`src/hw/rtl/byte_ring_fifo_burst_core_assert.svh`:
```
// assertion macros for the burst byte ring
`ifndef BYTE_RING_FIFO_BURST_CORE_ASSERT_SVH
`define BYTE_RING_FIFO_BURST_CORE_ASSERT_SVH

`ifndef ASSERT_OFF
// property must hold at every clock edge outside reset
`define BRF_ASSERT(lbl, clk, rstn, prop) \
  lbl: assert property (@(posedge clk) disable iff (!(rstn)) (prop)) \
    else $error("brf assertion failed");
// expression must never be true outside reset
`define BRF_ASSERT_NEVER(lbl, clk, rstn, expr) \
  lbl: assert property (@(posedge clk) disable iff (!(rstn)) !(expr)) \
    else $error("brf forbidden condition seen");
`else
`define BRF_ASSERT(lbl, clk, rstn, prop)
`define BRF_ASSERT_NEVER(lbl, clk, rstn, expr)
`endif

`endif

```
`src/hw/rtl/brf_pkg.sv`:
```
package brf_pkg;

  localparam int DEPTH     = 256;
  localparam int MAX_BURST = 8;
  localparam int NUM_LANES = 8;
  localparam int LANE_W    = $clog2(NUM_LANES);
  localparam int ADDR_W    = $clog2(DEPTH);
  localparam int CNT_W     = $clog2(DEPTH + 1);
  localparam int BANK_D    = DEPTH / NUM_LANES;
  localparam int SIZE_W    = 9;
  localparam int BCNT_W    = 4;
  localparam int DATA_W    = 64;

  typedef enum logic [1:0] {
    CMD_PUT   = 2'd0,
    CMD_GET   = 2'd1,
    CMD_FLUSH = 2'd2
  } cmd_e;

  // one contiguous, non-wrapping run of slots
  typedef struct packed {
    logic              wr;
    logic              rd;
    logic [ADDR_W-1:0] base;
    logic [BCNT_W-1:0] len;
    logic [LANE_W-1:0] off;
  } brf_seg_t;

  typedef struct packed {
    logic              valid;
    logic [LANE_W-1:0] idx;
    logic [7:0]        data;
  } brf_rd_t;

  function automatic logic [CNT_W-1:0] clamp_size(logic [SIZE_W-1:0] v);
    logic [CNT_W-1:0] r;
    if (v == '0) begin
      r = CNT_W'(1);
    end else if (32'(v) > DEPTH) begin
      r = CNT_W'(DEPTH);
    end else begin
      r = CNT_W'(v);
    end
    return r;
  endfunction

endpackage

```
`src/hw/rtl/brf_ram.sv`:
```
module brf_ram #(
  parameter int Width = 8,
  parameter int Depth = 32
) (
  input  logic                     clk_i,
  input  logic                     we_i,
  input  logic [$clog2(Depth)-1:0] addr_i,
  input  logic [Width-1:0]         wdata_i,
  output logic [Width-1:0]         rdata_o
);

  logic [Width-1:0] mem_q [Depth];
  logic [Width-1:0] rdata_q;

  always_ff @(posedge clk_i) begin
    if (we_i) begin
      mem_q[addr_i] <= wdata_i;
    end
    rdata_q <= mem_q[addr_i];
  end

  assign rdata_o = rdata_q;

endmodule

```
`src/hw/rtl/brf_lane.sv`:
```
module brf_lane import brf_pkg::*; (
  input  logic              clk_i,
  input  logic              rst_ni,
  input  logic [LANE_W-1:0] lane_id_i,
  input  brf_seg_t          seg_i,
  input  logic [DATA_W-1:0] data_i,
  output brf_rd_t           rd_o
);

  logic [LANE_W-1:0] delta;
  logic              hit;
  logic [ADDR_W-1:0] slot;
  logic [LANE_W-1:0] byte_idx;
  logic [7:0]        wbyte;
  logic [7:0]        rbyte;
  logic              rv_q;
  logic [LANE_W-1:0] ridx_q;

  // bank holds every slot whose low bits equal the lane number
  assign delta    = lane_id_i - seg_i.base[LANE_W-1:0];
  assign hit      = BCNT_W'(delta) < seg_i.len;
  assign slot     = seg_i.base + ADDR_W'(delta);
  assign byte_idx = seg_i.off + delta;
  assign wbyte    = data_i[8*byte_idx +: 8];

  brf_ram #(
    .Width (8),
    .Depth (BANK_D)
  ) u_bank (
    .clk_i   (clk_i),
    .we_i    (seg_i.wr && hit),
    .addr_i  (slot[ADDR_W-1:LANE_W]),
    .wdata_i (wbyte),
    .rdata_o (rbyte)
  );

  always_ff @(posedge clk_i or negedge rst_ni) begin
    if (!rst_ni) begin
      rv_q <= 1'b0;
    end else begin
      rv_q <= seg_i.rd && hit;
    end
  end

  always_ff @(posedge clk_i) begin
    ridx_q <= byte_idx;
  end

  assign rd_o.valid = rv_q;
  assign rd_o.idx   = ridx_q;
  assign rd_o.data  = rbyte;

endmodule

```
`src/hw/rtl/brf_merge.sv`:
```
module brf_merge import brf_pkg::*; (
  input  logic                     clk_i,
  input  logic                     clr_i,
  input  brf_rd_t [NUM_LANES-1:0]  rd_i,
  output logic [DATA_W-1:0]        data_o
);

  logic [DATA_W-1:0] dout_q;
  logic [DATA_W-1:0] dout_d;
  logic [DATA_W-1:0] gathered;

  // route each lane's byte to its place in the burst
  always_comb begin
    gathered = '0;
    for (int j = 0; j < MAX_BURST; j++) begin
      for (int l = 0; l < NUM_LANES; l++) begin
        if (rd_i[l].valid && (rd_i[l].idx == LANE_W'(j))) begin
          gathered[8*j +: 8] = gathered[8*j +: 8] | rd_i[l].data;
        end
      end
    end
  end

  assign dout_d = clr_i ? '0 : (dout_q | gathered);

  always_ff @(posedge clk_i) begin
    dout_q <= dout_d;
  end

  assign data_o = dout_q;

endmodule

```
`src/hw/rtl/byte_ring_fifo_burst_core.sv`:
```
// burst byte ring: flush, refused command: result strobe in the cycle after start
// put or get: states SEG_A, SEG_B (only when the burst wraps at ring_size), DRAIN, then RESP
// (SEG_A and SEG_B each present one contiguous run to the 8 byte-lane banks; DRAIN waits for read data)
// busy stays high until the result cycle ends; the receiver cannot stall results
// reset: pointers and fill count cleared, ring_size 256; slot contents undefined
`include "byte_ring_fifo_burst_core_assert.svh"

module byte_ring_fifo_burst_core import brf_pkg::*; (
  input  logic              clk_i,
  input  logic              rst_ni,
  // command channel
  input  logic              start,
  output logic              busy,
  input  logic [1:0]        cmd_i,
  input  logic [BCNT_W-1:0] byte_count_i,
  input  logic [DATA_W-1:0] data_in_i,
  // result channel
  output logic              result_valid_o,
  output logic              accepted_o,
  output logic [BCNT_W-1:0] moved_count_o,
  output logic [DATA_W-1:0] data_out_o,
  output logic [SIZE_W-1:0] used_bytes_o,
  output logic [SIZE_W-1:0] free_bytes_o,
  output logic              is_empty_o,
  output logic              is_full_o,
  // ring size register
  input  logic              cfg_valid_i,
  output logic              cfg_ready_o,
  input  logic [SIZE_W-1:0] cfg_data_i
);

  typedef enum logic [4:0] {
    ST_IDLE  = 5'b00001,
    ST_SEG_A = 5'b00010,
    ST_SEG_B = 5'b00100,
    ST_DRAIN = 5'b01000,
    ST_RESP  = 5'b10000
  } state_e;

  state_e state_q, state_d;

  // ring state
  logic [CNT_W-1:0]  size_q, size_d;
  logic [CNT_W-1:0]  used_q, used_d;
  logic [ADDR_W-1:0] rd_ptr_q, rd_ptr_d;
  logic [ADDR_W-1:0] wr_ptr_q, wr_ptr_d;

  // per-transaction registers
  logic              is_wr_q, is_wr_d;
  logic              is_rd_q, is_rd_d;
  logic [ADDR_W-1:0] seg_base_q, seg_base_d;
  logic [BCNT_W-1:0] seg_a_q, seg_a_d;
  logic [BCNT_W-1:0] seg_b_q, seg_b_d;
  logic              acc_q, acc_d;
  logic [BCNT_W-1:0] moved_q, moved_d;
  logic [DATA_W-1:0] din_q, din_d;

  logic              take;
  logic              cfg_wr;
  logic              count_ok;
  logic              put_ok;
  logic              get_ok;
  logic [CNT_W-1:0]  n_c;
  logic [ADDR_W-1:0] ptr;
  logic [CNT_W-1:0]  to_end;
  logic [CNT_W-1:0]  adv;

  brf_seg_t                seg;
  brf_rd_t [NUM_LANES-1:0] lane_rd;

  assign take        = start && !busy;
  assign busy        = (state_q != ST_IDLE);
  // a command offered in the same cycle goes first, so no transaction is dropped
  assign cfg_ready_o = (state_q == ST_IDLE) && !start;
  assign cfg_wr      = cfg_valid_i && cfg_ready_o;

  // admission check, done on the cycle the transaction is taken
  assign n_c      = CNT_W'(byte_count_i);
  assign count_ok = (byte_count_i != '0) && (32'(byte_count_i) <= MAX_BURST);
  assign put_ok   = (cmd_i == CMD_PUT) && count_ok && (n_c <= size_q - used_q);
  assign get_ok   = (cmd_i == CMD_GET) && count_ok && (n_c <= used_q);
  assign ptr      = (cmd_i == CMD_PUT) ? wr_ptr_q : rd_ptr_q;
  // slots left before the wrap point, at least one
  assign to_end   = size_q - CNT_W'(ptr);

  always_comb begin
    adv = CNT_W'(ptr) + n_c;
    if (adv >= size_q) begin
      adv = adv - size_q;
    end
  end

  always_comb begin
    state_d    = state_q;
    size_d     = size_q;
    used_d     = used_q;
    rd_ptr_d   = rd_ptr_q;
    wr_ptr_d   = wr_ptr_q;
    is_wr_d    = is_wr_q;
    is_rd_d    = is_rd_q;
    seg_base_d = seg_base_q;
    seg_a_d    = seg_a_q;
    seg_b_d    = seg_b_q;
    acc_d      = acc_q;
    moved_d    = moved_q;
    din_d      = din_q;

    case (state_q)
      ST_IDLE: begin
        if (cfg_wr) begin
          // a size change empties the ring like a flush
          size_d   = clamp_size(cfg_data_i);
          used_d   = '0;
          rd_ptr_d = '0;
          wr_ptr_d = '0;
        end else if (take) begin
          din_d      = data_in_i;
          is_wr_d    = put_ok;
          is_rd_d    = get_ok;
          seg_base_d = ptr;
          // split the burst at the wrap point into at most two runs
          seg_a_d    = (n_c < to_end) ? byte_count_i : BCNT_W'(to_end);
          seg_b_d    = (n_c < to_end) ? '0 : BCNT_W'(n_c - to_end);
          acc_d      = put_ok || get_ok || (cmd_i == CMD_FLUSH);
          moved_d    = (put_ok || get_ok) ? byte_count_i : '0;
          if (put_ok) begin
            wr_ptr_d = adv[ADDR_W-1:0];
            used_d   = used_q + n_c;
            state_d  = ST_SEG_A;
          end else if (get_ok) begin
            rd_ptr_d = adv[ADDR_W-1:0];
            used_d   = used_q - n_c;
            state_d  = ST_SEG_A;
          end else begin
            if (cmd_i == CMD_FLUSH) begin
              used_d   = '0;
              rd_ptr_d = '0;
              wr_ptr_d = '0;
            end
            state_d = ST_RESP;
          end
        end
      end
      ST_SEG_A: begin
        state_d = (seg_b_q != '0) ? ST_SEG_B : ST_DRAIN;
      end
      ST_SEG_B: begin
        state_d = ST_DRAIN;
      end
      ST_DRAIN: begin
        state_d = ST_RESP;
      end
      ST_RESP: begin
        state_d = ST_IDLE;
      end
      default: begin
        state_d = ST_IDLE;
      end
    endcase
  end

  always_ff @(posedge clk_i or negedge rst_ni) begin
    if (!rst_ni) begin
      state_q  <= ST_IDLE;
      size_q   <= CNT_W'(DEPTH);
      used_q   <= '0;
      rd_ptr_q <= '0;
      wr_ptr_q <= '0;
      is_wr_q  <= 1'b0;
      is_rd_q  <= 1'b0;
      acc_q    <= 1'b0;
    end else begin
      state_q  <= state_d;
      size_q   <= size_d;
      used_q   <= used_d;
      rd_ptr_q <= rd_ptr_d;
      wr_ptr_q <= wr_ptr_d;
      is_wr_q  <= is_wr_d;
      is_rd_q  <= is_rd_d;
      acc_q    <= acc_d;
    end
  end

  always_ff @(posedge clk_i) begin
    seg_base_q <= seg_base_d;
    seg_a_q    <= seg_a_d;
    seg_b_q    <= seg_b_d;
    moved_q    <= moved_d;
    din_q      <= din_d;
  end

  // run presented to all lanes: first run from the pointer, second from slot zero
  always_comb begin
    seg.wr   = is_wr_q && ((state_q == ST_SEG_A) || (state_q == ST_SEG_B));
    seg.rd   = is_rd_q && ((state_q == ST_SEG_A) || (state_q == ST_SEG_B));
    seg.base = (state_q == ST_SEG_B) ? '0 : seg_base_q;
    seg.len  = (state_q == ST_SEG_B) ? seg_b_q : seg_a_q;
    seg.off  = (state_q == ST_SEG_B) ? seg_a_q[LANE_W-1:0] : '0;
  end

  for (genvar l = 0; l < NUM_LANES; l++) begin : g_lane
    brf_lane u_lane (
      .clk_i     (clk_i),
      .rst_ni    (rst_ni),
      .lane_id_i (LANE_W'(l)),
      .seg_i     (seg),
      .data_i    (din_q),
      .rd_o      (lane_rd[l])
    );
  end

  // gathers read bytes; cleared when a new transaction is taken
  brf_merge u_merge (
    .clk_i  (clk_i),
    .clr_i  (take && !cfg_wr),
    .rd_i   (lane_rd),
    .data_o (data_out_o)
  );

  // result fields, fill state as it stands after the transaction
  assign result_valid_o = (state_q == ST_RESP);
  assign accepted_o     = acc_q;
  assign moved_count_o  = moved_q;
  assign used_bytes_o   = SIZE_W'(used_q);
  assign free_bytes_o   = SIZE_W'(size_q - used_q);
  assign is_empty_o     = (used_q == '0);
  assign is_full_o      = (used_q == size_q);

  `BRF_ASSERT_NEVER(a_used_le_size, clk_i, rst_ni, used_q > size_q)
  `BRF_ASSERT(a_take_then_busy, clk_i, rst_ni, take && !cfg_wr |=> busy)
  `BRF_ASSERT(a_refused_moves_nothing, clk_i, rst_ni,
              result_valid_o && !accepted_o |-> moved_count_o == '0 && data_out_o == '0)
  `BRF_ASSERT_NEVER(a_runs_within_burst, clk_i, rst_ni,
                    busy && (is_wr_q || is_rd_q) &&
                    (32'(seg_a_q) + 32'(seg_b_q) > MAX_BURST))

endmodule
```
`config.mk`:
```
export PLATFORM = sky130hd
export DESIGN_NAME = byte_ring_fifo_burst_core
export DESIGN_NICKNAME = d
export VERILOG_FILES = /design/src/hw/rtl/brf_pkg.sv /design/src/hw/rtl/brf_ram.sv /design/src/hw/rtl/brf_lane.sv /design/src/hw/rtl/brf_merge.sv /design/src/hw/rtl/byte_ring_fifo_burst_core.sv
export VERILOG_INCLUDE_DIRS = /design/src /design/src/hw/rtl
export SDC_FILE = /design/constraint.sdc
export NUM_CORES = 2
export LEC_CHECK = 0
export BUFFER_PORTS_ARGS = -buffer_cell sky130_fd_sc_hd__buf_2
export CELL_PAD_IN_SITES_DETAIL_PLACEMENT = 1
export CELL_PAD_IN_SITES_GLOBAL_PLACEMENT = 2
export CORE_ASPECT_RATIO = 0.9
export CORE_MARGIN = 10
export CORE_UTILIZATION = 36
export CTS_CLUSTER_DIAMETER = 30
export DETAILED_ROUTE_END_ITERATION = 6
export GPL_TIMING_DRIVEN = 0
export PLACE_DENSITY_LB_ADDON = 0.1
export SYNTH_ARGS = -nofsm -noshare
export SYNTH_HDL_FRONTEND = slang
export SYNTH_HIERARCHICAL = 1
export SYNTH_SLANG_ARGS = --single-unit
```
`constraint.sdc`:
```
create_clock -name clk_i -period 8.35 [get_ports clk_i]
set_input_delay 0.835 -clock clk_i [delete_from_list [all_inputs] [get_ports clk_i]]
set_output_delay 0.835 -clock clk_i [all_outputs]
set_load 0.03 [all_outputs]
```
==> impl_results.rst <==
.. list-table::
   :header-rows: 1

   * - Metric
     - Value
   * - Power Internal
     - 0.0342 W
   * - Net switching power
     - 0.0187 W
   * - M3 GR Usage
     - 3.72%
   * - Finished Cell Area
     - 125000 um2
   * - Antenna Violating Nets Remaining
     - 0
   * - Number of antenna violations at the first check in global routing
     - 22
   * - Largest area contributor in the synthesized netlist
     - edfxtp_1
   * - Via count of the first global-routing pass
     - 65800
   * - Portion of total power attributed to the clock network
     - 38.4%
   * - Minimum clock period after layout
     - 7870 ps
   * - Number of H-tree levels
     - 6
   * - IO Port Bufs
     - 174
   * - Total of flip-flops plus latches after synthesis
     - 2334
   * - Max-slew headroom
     - 6.13%
   * - Post-synth EDFFs
     - 2132
   * - Share of synthesized flip-flops with an asynchronous set or reset
     - 2.14%
   * - Post-layout util
     - 44.7%
   * - Die W
     - 578 um
   * - Routed vias/inst
     - 5.55
   * - Fraction of power spent switching nets
     - 35.4%
   * - Synthesized instance count
     - 6357
   * - Share of total power in sequential cells
     - 30.9%
   * - Effective utilization at floorplan
     - 36.1%
   * - GRT Residual Overflow
     - 0
   * - Unrepaired setup endpoints after global routing
     - no
   * - Total half-perimeter wirelength after legalization and detailed placement
     - 234 mm
   * - Die outline height
     - 522 um
   * - Hold buffers post-CTS
     - 0
   * - Post-route clock skew
     - 66.8 ps
   * - 1st-iter DRT viols
     - 5375
   * - Post-synthesis area per instance
     - 15.9 um2
   * - Area growth from synthesis to layout
     - 23.6%
   * - Maximum resistive drop on vdd
     - 0.000383 V
   * - Number of top-level pins
     - 175
   * - Non-filler instance count after layout
     - 11300
   * - Drc violations
     - 32
   * - Maximum clock frequency
     - 0.127 GHz
   * - Proportion of layout cells with a drive suffix above 1
     - 21.0%
   * - WL final
     - 341 mm
   * - # rows
     - 184
   * - Area share of the largest cell type after synthesis
     - 63.5%
   * - Setup TNS
     - 0 ps
   * - Floorplan Core Area
     - 279000 um2
   * - DRT Pass-1 Iters
     - 7
   * - Final net count
     - 7314
   * - Setup Viol. Count Final
     - 0
   * - Worst Setup Path Type
     - reg -> reg
   * - Wire per inst
     - 30.2 um
   * - Endpoint kind of the worst setup timing path
     - register
   * - Count of final hold-check violations
     - 0
   * - Share of the clock period used by the worst path
     - 94.2%
   * - Global-route layer with the greatest usage
     - met2
   * - Outcome
     - complete, but fails checks
   * - Clock transition at the registers of the reported paths
     - 40 ps
   * - Maximum number of pins on one net before global-route repair
     - 65
   * - Yosys warning count
     - 6
   * - Final Max Tran Viols
     - 0
   * - Met2 capacity usage during global routing
     - 35.5%
   * - Power Dens Cells
     - 425 nW/um2
   * - Dpl cell area
     - 107000 um2
   * - Crit path launch type
     - register
   * - Largest fanout on the critical path
     - 16
   * - Clock net sink count
     - 2334
   * - TritonCTS buffer count
     - 534
   * - Sequential share of the synthesized area
     - 67.8%
   * - Slew at the pin closest to its max-slew limit
     - 1410 ps
   * - Wire length of the first global-routing pass
     - 486 mm
   * - Largest cells by area after synthesis
     - edfxtp_1 (64%), mux2i_1 (10%), o22ai_1 (3.1%)
   * - Startpoint of the worst register-to-register path
     - state_q[0]
   * - Cell at the root of the clock tree
     - clkbuf_16
   * - Final Wtd Congestion
     - 0.855
   * - Most frequently used flop master after synthesis
     - edfxtp_1
   * - Combinational cell fraction of total power
     - 30.7%
   * - CP required
     - 8990 ps
   * - Launch point of the worst path
     - state_q[0]
   * - Max-cap viol count
     - 0
   * - Post-Synthesis Cell Area
     - 101000 um2
   * - Post-synthesis cell type count
     - 99
   * - Reported leakage power
     - 44.0 nW
   * - Data arrival, critical path
     - 8510 ps
   * - Buffer levels on the longest clock path
     - 4
   * - Die Outline Area
     - 302000 um2
   * - GRT Overall Usage
     - 21.9%
   * - Path category of the worst min-delay check
     - in -> async
   * - Cells after DPL
     - 10300
   * - Violations in the final reports
     - design-rule violations
   * - CTS tree
     - done
   * - Total number of vias
     - 62600
   * - Met1 track demand over resource in global routing
     - 29.7%
   * - Clock latency on the worst-skew pair
     - 940 ps
==> metrics by stage <==
step	worst slack [ps]	total power [W]	hold slack, ps
floorplan	3030	0.0256	437
global placement	14.8	0.0326	455
detailed placement	-162	0.0329	467
global route	216	0.0550	42.7
CTS	92.3	0.0535	42.6
finish	482	0.0529	39.0
==> worst max-delay path: stages, from the launching register on <==
cell,delay [ps]
dfstp_2,550
or3_1,170
or3b_1,120
clkbuf_1,300
and2_1,990
ha_1,300
inv_1,50
fa_1,370
xor2_1,180
xnor2_2,380
ha_1,310
a21oi_1,780
nor3b_1,170
xor2_1,480
buf_2,300
or4b_1,130
clkbuf_1,390
o22ai_1,240
nor4_1,820
nand2_1,500
==> area by class of cell <==
class | count | area [um2]
Multi-Input combinational cell | 3476 | 30000
Inverter | 116 | 438
Fill cell | 27200 | 154000
Buffer | 453 | 2260
Tap cell | 3720 | 4650
Timing Repair Buffer | 191 | 1150
Antenna cell | 35 | 87.6
Clock inverter | 333 | 3820
Clock buffer | 622 | 13900
Sequential cell | 2334 | 68300
==> cells in the mapped netlist (56+ instances only) <==
master	instances
edfxtp_1	2132
a22oi_1	85
a222oi_1	64
clkbuf_1	135
mux2_2	65
nor2_1	266
xnor2_1	59
buf_2	207
ha_1	102
buf_1	56
mux4_2	128
mux2i_1	1041
o22ai_1	507
nor4_1	131
a21oi_1	103
dfxtp_1	152
inv_1	115
nand2_1	124
==> state kept, by name, summed over array words and instances (netlist names), 8 cells and up <==
name,cells
din_q,64
g_lane.u_lane/ridx_q,24
g_lane.u_lane/rv_q,8
g_lane.u_lane/u_bank/mem_q,2048
g_lane.u_lane/u_bank/rdata_o,64
rd_ptr_q,8
seg_base_q,8
size_q,9
u_merge/data_o,64
used_bytes_o,9
wr_ptr_q,8
==> worst paths after layout <==
| kind | endpoint | slack, ps | cells after the start |
|---|---|---|---|
| max | g_lane[0].u_lane/u_bank/rdata_o[5] | 480 | 19 |
| min | used_bytes_o[1] | 40 | 1 |
| max reg2reg | g_lane[0].u_lane/u_bank/rdata_o[5] | 480 | 19 |
| min reg2reg | is_wr_q | 480 | 2 |
| max in group asynchronous | wr_ptr_q[5] | 7720 | 1 |
| min in group clk_i | din_q[14] | 100 | 1 |
==> power by group through the flow <==
| stage | Clock, W | Combinational, W | Sequential, W |
|---|---|---|---|
| 2_1_floorplan | 0 | 0.00937 | 0.0162 |
| 3_3_place_gp | 0 | 0.0160 | 0.0165 |
| 3_5_place_dp | 0 | 0.0163 | 0.0165 |
| 4_1_cts | 0.0207 | 0.0164 | 0.0163 |
| 5_1_grt | 0.0214 | 0.0172 | 0.0164 |
| 6_report | 0.0204 | 0.0163 | 0.0163 |
==> cell usage in the layout, fill, tap and decap left out, types with 64 or more instances in the layout <==
cell type,n
nand2_1,124
a22oi_1,85
edfxtp_1,2132
clkinv_1,77
mux4_2,128
buf_2,380
a222oi_1,64
clkbuf_1,208
dfxtp_1,152
nor4_1,131
inv_1,114
clkbuf_16,539
o22ai_1,507
a21oi_1,103
mux2i_1,1041
ha_1,102
mux2_2,71
clkinv_2,82
nor2_1,264
==> routing by layer <==
layer  share of wire (%)  wire length [um]  vias up
met3                 5.1             17300      619
met1                  44            150000    32700
met2                  47            161000     2015
met4                 3.5             11800        4
li1                    -                 -    27200
met5               0.018                62        -
==> kinds of logic (layout without fill, tap and decap cells) <==
kind of cell	Yosys count	count (layout)	share of synthesized area, %
AO/OA/AOI/OAI	1002	1002	6.76
XOR/XNOR	97	97	1.06
adder cells (fa/ha/maj)	125	125	1.72
buffers and inverters	569	1715	2.68
flip-flops	2334	2334	67.8
multiplexers	1242	1242	14.0
other	2	59	0.00745
AND/OR/NAND/NOR	986	986	6.00
==> timing repair <==
action,4_1_cts,5_1_grt
gates cloned,0,0
setup endpoints to repair,8,110
resized for setup,1,2
buffers inserted,0,0
Power figures use the tool's default switching activity.
